## src/rtl/cbd_pkg.sv

```systemverilog
`timescale 1ns / 1ps
// ----------------------------------------------------------------------------
// Console bus decoder package
// Shared types, address map constants and operation codes for the CPU bus
// decoder with its two serial pad ports.
// ----------------------------------------------------------------------------
package cbd_pkg;

    // Work RAM size in bytes. Must be a power of two no larger than 8192,
    // so the mirrored index is the low address bits.
    localparam int RAM_BYTES = 2048;
    localparam int RAM_AW    = $clog2(RAM_BYTES);

    // Bus commands.
    localparam logic CMD_READ  = 1'b0;
    localparam logic CMD_WRITE = 1'b1;

    // Route codes reported with every result.
    localparam logic [2:0] ROUTE_RAM  = 3'd0;
    localparam logic [2:0] ROUTE_PPU  = 3'd1;
    localparam logic [2:0] ROUTE_PAD  = 3'd2;
    localparam logic [2:0] ROUTE_STUB = 3'd3;
    localparam logic [2:0] ROUTE_CART = 3'd4;

    // Address map.
    localparam logic [15:0] ADDR_PPU_BASE  = 16'h2000;
    localparam logic [15:0] ADDR_IO_BASE   = 16'h4000;
    localparam logic [15:0] ADDR_DMA       = 16'h4014;
    localparam logic [15:0] ADDR_PAD1      = 16'h4016;
    localparam logic [15:0] ADDR_PAD2      = 16'h4017;
    localparam logic [15:0] ADDR_CART_BASE = 16'h4020;

    // Bit of the pad port write data that drives the strobe.
    localparam int STROBE_BIT = 0;

    // Side-effect class of a queued operation.
    localparam logic [2:0] KIND_NONE   = 3'd0;
    localparam logic [2:0] KIND_RAM_RD = 3'd1;
    localparam logic [2:0] KIND_RAM_WR = 3'd2;
    localparam logic [2:0] KIND_PAD_RD = 3'd3;
    localparam logic [2:0] KIND_PAD_WR = 3'd4;

    typedef struct packed {
        logic        command;
        logic [15:0] address;
        logic [7:0]  write_data;
        logic [7:0]  pad1_buttons;
        logic [7:0]  pad2_buttons;
    } bus_req_t;

    typedef struct packed {
        logic [7:0]  read_data;
        logic [2:0]  route;
        logic [2:0]  ppu_register;
        logic [15:0] forward_address;
        logic [7:0]  forward_data;
        logic        dma_start;
        logic [7:0]  sprite_page;
    } bus_rsp_t;

    // Classified request passed from the front end to the back end.
    typedef struct packed {
        logic [2:0]        kind;
        logic              pad_sel;
        logic [RAM_AW-1:0] ram_index;
        logic [7:0]        write_data;
        logic [7:0]        pad1_buttons;
        logic [7:0]        pad2_buttons;
        bus_rsp_t          rsp;
    } cbd_op_t;

endpackage

```

## src/rtl/cbd_front.sv

```systemverilog
`timescale 1ns / 1ps
// ----------------------------------------------------------------------------
// Console bus decoder front end
// Accepts bus requests, classifies them against the address map and holds
// the classified operations in a two-entry queue for the back end.
// ----------------------------------------------------------------------------
module cbd_front (
    input  logic              clk,
    input  logic              rst_n,
    input  logic              bus_valid,
    output logic              bus_ready,
    input  cbd_pkg::bus_req_t bus_req,
    output logic              op_valid,
    input  logic              op_pop,
    output cbd_pkg::cbd_op_t  op
);

    cbd_pkg::cbd_op_t dec_op;
    cbd_pkg::cbd_op_t queue_reg [2];
    logic             wr_ptr_reg;
    logic             wr_ptr_next;
    logic             rd_ptr_reg;
    logic             rd_ptr_next;
    logic [1:0]       count_reg;
    logic [1:0]       count_next;
    logic             push;
    logic             pop;

    // Address decode of the incoming request.
    always_comb
    begin
        dec_op                    = '0;
        dec_op.kind               = cbd_pkg::KIND_NONE;
        dec_op.ram_index          = bus_req.address[cbd_pkg::RAM_AW-1:0];
        dec_op.write_data         = bus_req.write_data;
        dec_op.pad1_buttons       = bus_req.pad1_buttons;
        dec_op.pad2_buttons       = bus_req.pad2_buttons;
        dec_op.rsp.route          = cbd_pkg::ROUTE_STUB;
        if (bus_req.address < cbd_pkg::ADDR_PPU_BASE)
        begin
            dec_op.rsp.route = cbd_pkg::ROUTE_RAM;
            dec_op.kind      = (bus_req.command == cbd_pkg::CMD_WRITE) ?
                               cbd_pkg::KIND_RAM_WR : cbd_pkg::KIND_RAM_RD;
        end
        else if (bus_req.address < cbd_pkg::ADDR_IO_BASE)
        begin
            dec_op.rsp.route        = cbd_pkg::ROUTE_PPU;
            dec_op.rsp.ppu_register = bus_req.address[2:0];
            if (bus_req.command == cbd_pkg::CMD_WRITE)
            begin
                dec_op.rsp.forward_data = bus_req.write_data;
            end
        end
        else if (bus_req.address < cbd_pkg::ADDR_CART_BASE)
        begin
            if (bus_req.command == cbd_pkg::CMD_WRITE)
            begin
                if (bus_req.address == cbd_pkg::ADDR_DMA)
                begin
                    dec_op.rsp.dma_start   = 1'b1;
                    dec_op.rsp.sprite_page = bus_req.write_data;
                end
                else if (bus_req.address == cbd_pkg::ADDR_PAD1)
                begin
                    dec_op.rsp.route = cbd_pkg::ROUTE_PAD;
                    dec_op.kind      = cbd_pkg::KIND_PAD_WR;
                end
            end
            else
            begin
                if (bus_req.address == cbd_pkg::ADDR_PAD1)
                begin
                    dec_op.rsp.route = cbd_pkg::ROUTE_PAD;
                    dec_op.kind      = cbd_pkg::KIND_PAD_RD;
                    dec_op.pad_sel   = 1'b0;
                end
                else if (bus_req.address == cbd_pkg::ADDR_PAD2)
                begin
                    dec_op.rsp.route = cbd_pkg::ROUTE_PAD;
                    dec_op.kind      = cbd_pkg::KIND_PAD_RD;
                    dec_op.pad_sel   = 1'b1;
                end
            end
        end
        else
        begin
            dec_op.rsp.route           = cbd_pkg::ROUTE_CART;
            dec_op.rsp.forward_address = bus_req.address;
            if (bus_req.command == cbd_pkg::CMD_WRITE)
            begin
                dec_op.rsp.forward_data = bus_req.write_data;
            end
        end
    end

    // Queue handshake and pointer updates.
    assign bus_ready = (count_reg != 2'd2);
    assign push      = bus_valid && bus_ready;
    assign pop       = op_pop && op_valid;
    assign op_valid  = (count_reg != 2'd0);
    assign op        = queue_reg[rd_ptr_reg];

    always_comb
    begin
        wr_ptr_next = push ? ~wr_ptr_reg : wr_ptr_reg;
        rd_ptr_next = pop ? ~rd_ptr_reg : rd_ptr_reg;
        count_next  = count_reg;
        if (push && !pop)
        begin
            count_next = count_reg + 2'd1;
        end
        else if (pop && !push)
        begin
            count_next = count_reg - 2'd1;
        end
    end

    always_ff @(posedge clk or negedge rst_n)
    begin
        if (!rst_n)
        begin
            wr_ptr_reg <= 1'b0;
            rd_ptr_reg <= 1'b0;
            count_reg  <= 2'd0;
        end
        else
        begin
            wr_ptr_reg <= wr_ptr_next;
            rd_ptr_reg <= rd_ptr_next;
            count_reg  <= count_next;
        end
    end

    // Queue storage.
    always_ff @(posedge clk)
    begin
        if (push)
        begin
            queue_reg[wr_ptr_reg] <= dec_op;
        end
    end

`ifndef SYNTHESIS
    a_count_range: assert property (@(posedge clk) disable iff (!rst_n)
        count_reg != 2'd3)
        else $error("queue count out of range");

    a_push_grows: assert property (@(posedge clk) disable iff (!rst_n)
        push && !pop |=> count_reg == $past(count_reg) + 2'd1)
        else $error("queue count did not grow on push");
`endif

endmodule

```

## config.mk

```make
export PLATFORM = sky130hd
export DESIGN_NAME = cbd_front
export DESIGN_NICKNAME = d
export VERILOG_FILES = /design/src/rtl/cbd_pkg.sv /design/src/rtl/cbd_front.sv
export SDC_FILE = /design/constraint.sdc
export NUM_CORES = 1
export LEC_CHECK = 0
export BUFFER_PORTS_ARGS = -buffer_cell sky130_fd_sc_hd__buf_4
export CORE_MARGIN = 3
export CORE_UTILIZATION = 58
export DETAILED_ROUTE_END_ITERATION = 8
export PLACE_DENSITY = 0.84
export SLEW_MARGIN = 40
export SYNTH_ARGS = -nofsm -noshare
export SYNTH_HDL_FRONTEND = slang
export SYNTH_SLANG_ARGS = --single-unit
```

## constraint.sdc

```tcl
create_clock -name clk -period 6.7 [get_ports clk]
set_input_delay 0.335 -clock clk [delete_from_list [all_inputs] [get_ports clk]]
set_output_delay 0.335 -clock clk [all_outputs]
set_load 0.005 [all_outputs]
```

==> run summary <==
The final core utilization came out at 0.7872. Setup repair after global routing left no endpoint under its margin. The number of vias after detailed routing was 3450; the global-route total usage across every layer was 0.2084.

After filler insertion, the fill cell instance count of the layout stands at 599. The average instance area after synthesis is 18.13 µm². The number of port buffers was 124. The post-synthesis register bit count was 160; the routed length per instance was 18.78 µm.

Sorting the synthesized cells by area gives the leading types as sky130_fd_sc_hd__edfxtp_1, sky130_fd_sc_hd__mux2_2, sky130_fd_sc_hd__dfrtp_1, sky130_fd_sc_hd__buf_4, sky130_fd_sc_hd__nor2b_1. The logs give 340.6 µV for the maximum vdd drop and 0.008273 mm² for the post-layout instance area. For this run, the detailed router's first-pass iteration total came to 4. Across the routed clock network, the largest skew measured is 9.152 ps.

Measured along the x axis, the die boundary spans 110.8 µm. Ranked by instance count, the synthesized netlist is headed by sky130_fd_sc_hd__edfxtp_1, sky130_fd_sc_hd__mux2_2, sky130_fd_sc_hd__nor2_1, sky130_fd_sc_hd__buf_4, sky130_fd_sc_hd__nor2b_1. The initial antenna violation count was 0; the number of flip-flops in the largest register was 156. The number of buffers on the longest clock path came out at 2. The tools report the count of max-cap constraint violations as 0. After detailed routing, the total wire length is 12230 µm.

The CTS buffer count is 17. Cell at the root of the clock tree: sky130_fd_sc_hd__clkbuf_8. Timing would allow up to 395.4 MHz. In this run the standard cell core region covers 0.01051 mm².

The most repeated cell in the gate-level netlist after synthesis was sky130_fd_sc_hd__edfxtp_1. The logs give 0 for the final number of max-transition violations and 79 for the largest net degree at the start of global routing. The run gives 548 as the total number of nets in the final design. The dominant cell type by area after synthesis was sky130_fd_sc_hd__edfxtp_1.

The synthesized design contains 156 enable-type register cells. For the pin with the worst max-slew slack, the measured transition is 742.9 ps. The finished layout holds 651 standard cells, fillers aside. The area growth from synthesis to layout was 29.98%; the pre-CTS setup slack was 4713 ps. The sort of element at the end of the critical path is an output pin. For this design the static power due to leakage is 3.135 nW. The register clock-pin slew on the reported worst setup and hold paths came out at 60 ps. Summing all placed instances gives a cell area of 0.007471 mm². The run finished with clean final reports.

In this run the remaining antenna-violating nets after routing total 0. During I/O placement, the number of pins put on the boundary was 133. Clock tree synthesis found a total of 160 sinks. After routing, the total negative slack on setup checks comes to 0 ps. After detailed routing, the number of remaining DRC violations is 0. Using the TritonRoute via totals, the vias-per-cell ratio works out to 5.300. The floorplan die height is 110.8 µm.

The number of antenna diodes in the final layout is 0. Yosys synthesis warning count: 0. The logs give 602 for the post-placement cell count and 6360 ps for the required time at the endpoint of the critical path. The first global-routing pass estimated 19620 µm of wire. Data on the critical path arrives at its endpoint at 2190 ps.

The fraction of post-synthesis cell area in the top cell type by area works out to 0.7360. After global routing the overflow that remains totals 0. The worst hold path belongs to the class primary input to flip-flop. In this run the worst path has a maximum fanout of 31.

The H-tree generated during clock tree synthesis spans 4 levels. In the post-route analysis, the smallest setup slack over all paths is 4171 ps. Setup violations remaining at the end of the flow were counted as 0. The floorplan step defined a die boundary enclosing 0.01227 mm².

In this run the core area contains 37 standard-cell rows. Share of layout cells above drive strength 1: 0.4913. The final-report hold violation count was 0; the violation count after the first detailed-routing iteration was 218.

Post-CTS timing repair inserted 0 buffers for setup. The synthesized instance count is 351. The prevailing post-synth register cell was sky130_fd_sc_hd__edfxtp_1. Setup slack of the most critical reg-to-reg path: 4850 ps. Dividing total power by cell area gives a power density of 422.5 mW/mm². Yosys mapped the design onto 39 distinct sky130hd cell types. The starting utilization of the core area is 0.6057.

The worst setup path is launched from a flip-flop. The clock insertion delay at the later pin of the skew report is 530 ps, and the part of the Yosys area used for sequential elements is 0.7517. The final critical-path share of the clock period was 0.3775. The tools report the via count of the first global-routing pass as 3630.

The worst slew slack as a fraction of its limit is 0.5047. The final critical-path required period came out at 2529 ps. The share of synthesized registers carrying an async set or reset is 0.02500. Last weighted congestion value of the routability-driven placer: 0.7827. The critical path is of the flip-flop to output pin type. Detailed placement finished with a half-perimeter wire length of 7683 µm.

Cell area after synthesis: 0.006365 mm². TritonCTS built the clock tree.
## worst max-delay path: stages (launching register included)
cell and delay (ps):
sky130_fd_sc_hd__dfrtp_4 640, sky130_fd_sc_hd__buf_12 260, sky130_fd_sc_hd__buf_12 220, sky130_fd_sc_hd__mux2_2 380, sky130_fd_sc_hd__buf_4 150
## metal layers
layer  up-vias  global-route usage  wire (µm)
met5         -                   0          0
met4         0             0.07389        223
met3        20             0.04803        580
met2       108              0.3568       6482
met1      1697              0.2616       4943
li1       1625                   -          -
## per-stage QoR
| step | total power, W | hold slack [ps] |
|---|---|---|
| floorplan | 0.001983 | 39.41 |
| global placement | 0.002424 | 131.8 |
| detailed placement | 0.002494 | 134.2 |
| CTS | 0.003523 | 0.6412 |
| global route | 0.003652 | 0.5106 |
| finish | 0.003495 | 12.73 |
## cell families after synthesis
kind of cell               share of synthesized area
DFF                                           0.7517
muxes                                         0.1380
and+or+nand+nor                              0.06625
buffers and inverters                        0.02791
AOI/OAI and AO/OA                           0.006684
xor gates and xnor gates                    0.006882
adders and majority gates                   0.001965
other                                      0.0005892
## report_power, final
part | leakage, nW | switching [W] | internal [W]
clock | 0.303 | 0.000374 | 0.000643
combinational | 1.32 | 0.000446 | 0.000575
sequential | 1.52 | 0.0000859 | 0.00137
total | 3.13 | 0.000906 | 0.00259
## final timing paths
path	from	endpoint	depth (start not counted)
setup / recovery	rd_ptr_reg	op[14]	4
setup reg to reg	count_reg[0]	queue_reg[1][62]	4
hold reg to reg	count_reg[1]	count_reg[1]	1
hold / removal	bus_req[28]	queue_reg[0][67]	1
max in group asynchronous	rst_n	rd_ptr_reg	2
min in group asynchronous	rst_n	rd_ptr_reg	2
## area by class of cell
cell class | count | area (µm²) | share of cell area
Sequential cell | 160 | 4788 | 0.5788
Multi-Input combinational cell | 167 | 1441 | 0.1742
Timing Repair Buffer | 147 | 1207 | 0.1459
Clock buffer | 18 | 417.9 | 0.05051
Clock inverter | 14 | 214.0 | 0.02586
Tap cell | 136 | 170.2 | 0.02057
Inverter | 9 | 33.78 | 0.004083
## placed cells by master, fill, tap and decap left out, types with 2 or more instances in the layout
master                            n
sky130_fd_sc_hd__and2_2           5
sky130_fd_sc_hd__and3_1           3
sky130_fd_sc_hd__buf_12           3
sky130_fd_sc_hd__buf_4          125
sky130_fd_sc_hd__bufinv_16        5
sky130_fd_sc_hd__clkbuf_16       16
sky130_fd_sc_hd__clkinv_2         2
sky130_fd_sc_hd__clkinv_4         3
sky130_fd_sc_hd__clkinvlp_4       2
sky130_fd_sc_hd__conb_1           8
sky130_fd_sc_hd__dfrtp_1          3
sky130_fd_sc_hd__dlygate4sd3_1   17
sky130_fd_sc_hd__edfxtp_1       156
sky130_fd_sc_hd__inv_1            9
sky130_fd_sc_hd__mux2_2          78
sky130_fd_sc_hd__nand2_1          5
sky130_fd_sc_hd__nand3_1          8
sky130_fd_sc_hd__nor2_1          12
sky130_fd_sc_hd__nor2b_1         10
sky130_fd_sc_hd__nor3_1           9
sky130_fd_sc_hd__nor3b_1          2
sky130_fd_sc_hd__nor4b_1          2
sky130_fd_sc_hd__xnor2_1          3
sky130_fd_sc_hd__xor2_1           2
## timing repair
| action | CTS | global route |
|---|---|---|
| hold endpoints to repair | 36 | 0 |
| hold buffers | 17 | 0 |
| gates resized for setup | 0 | 0 |
No activity file was read; power rests on OpenSTA's default activity.
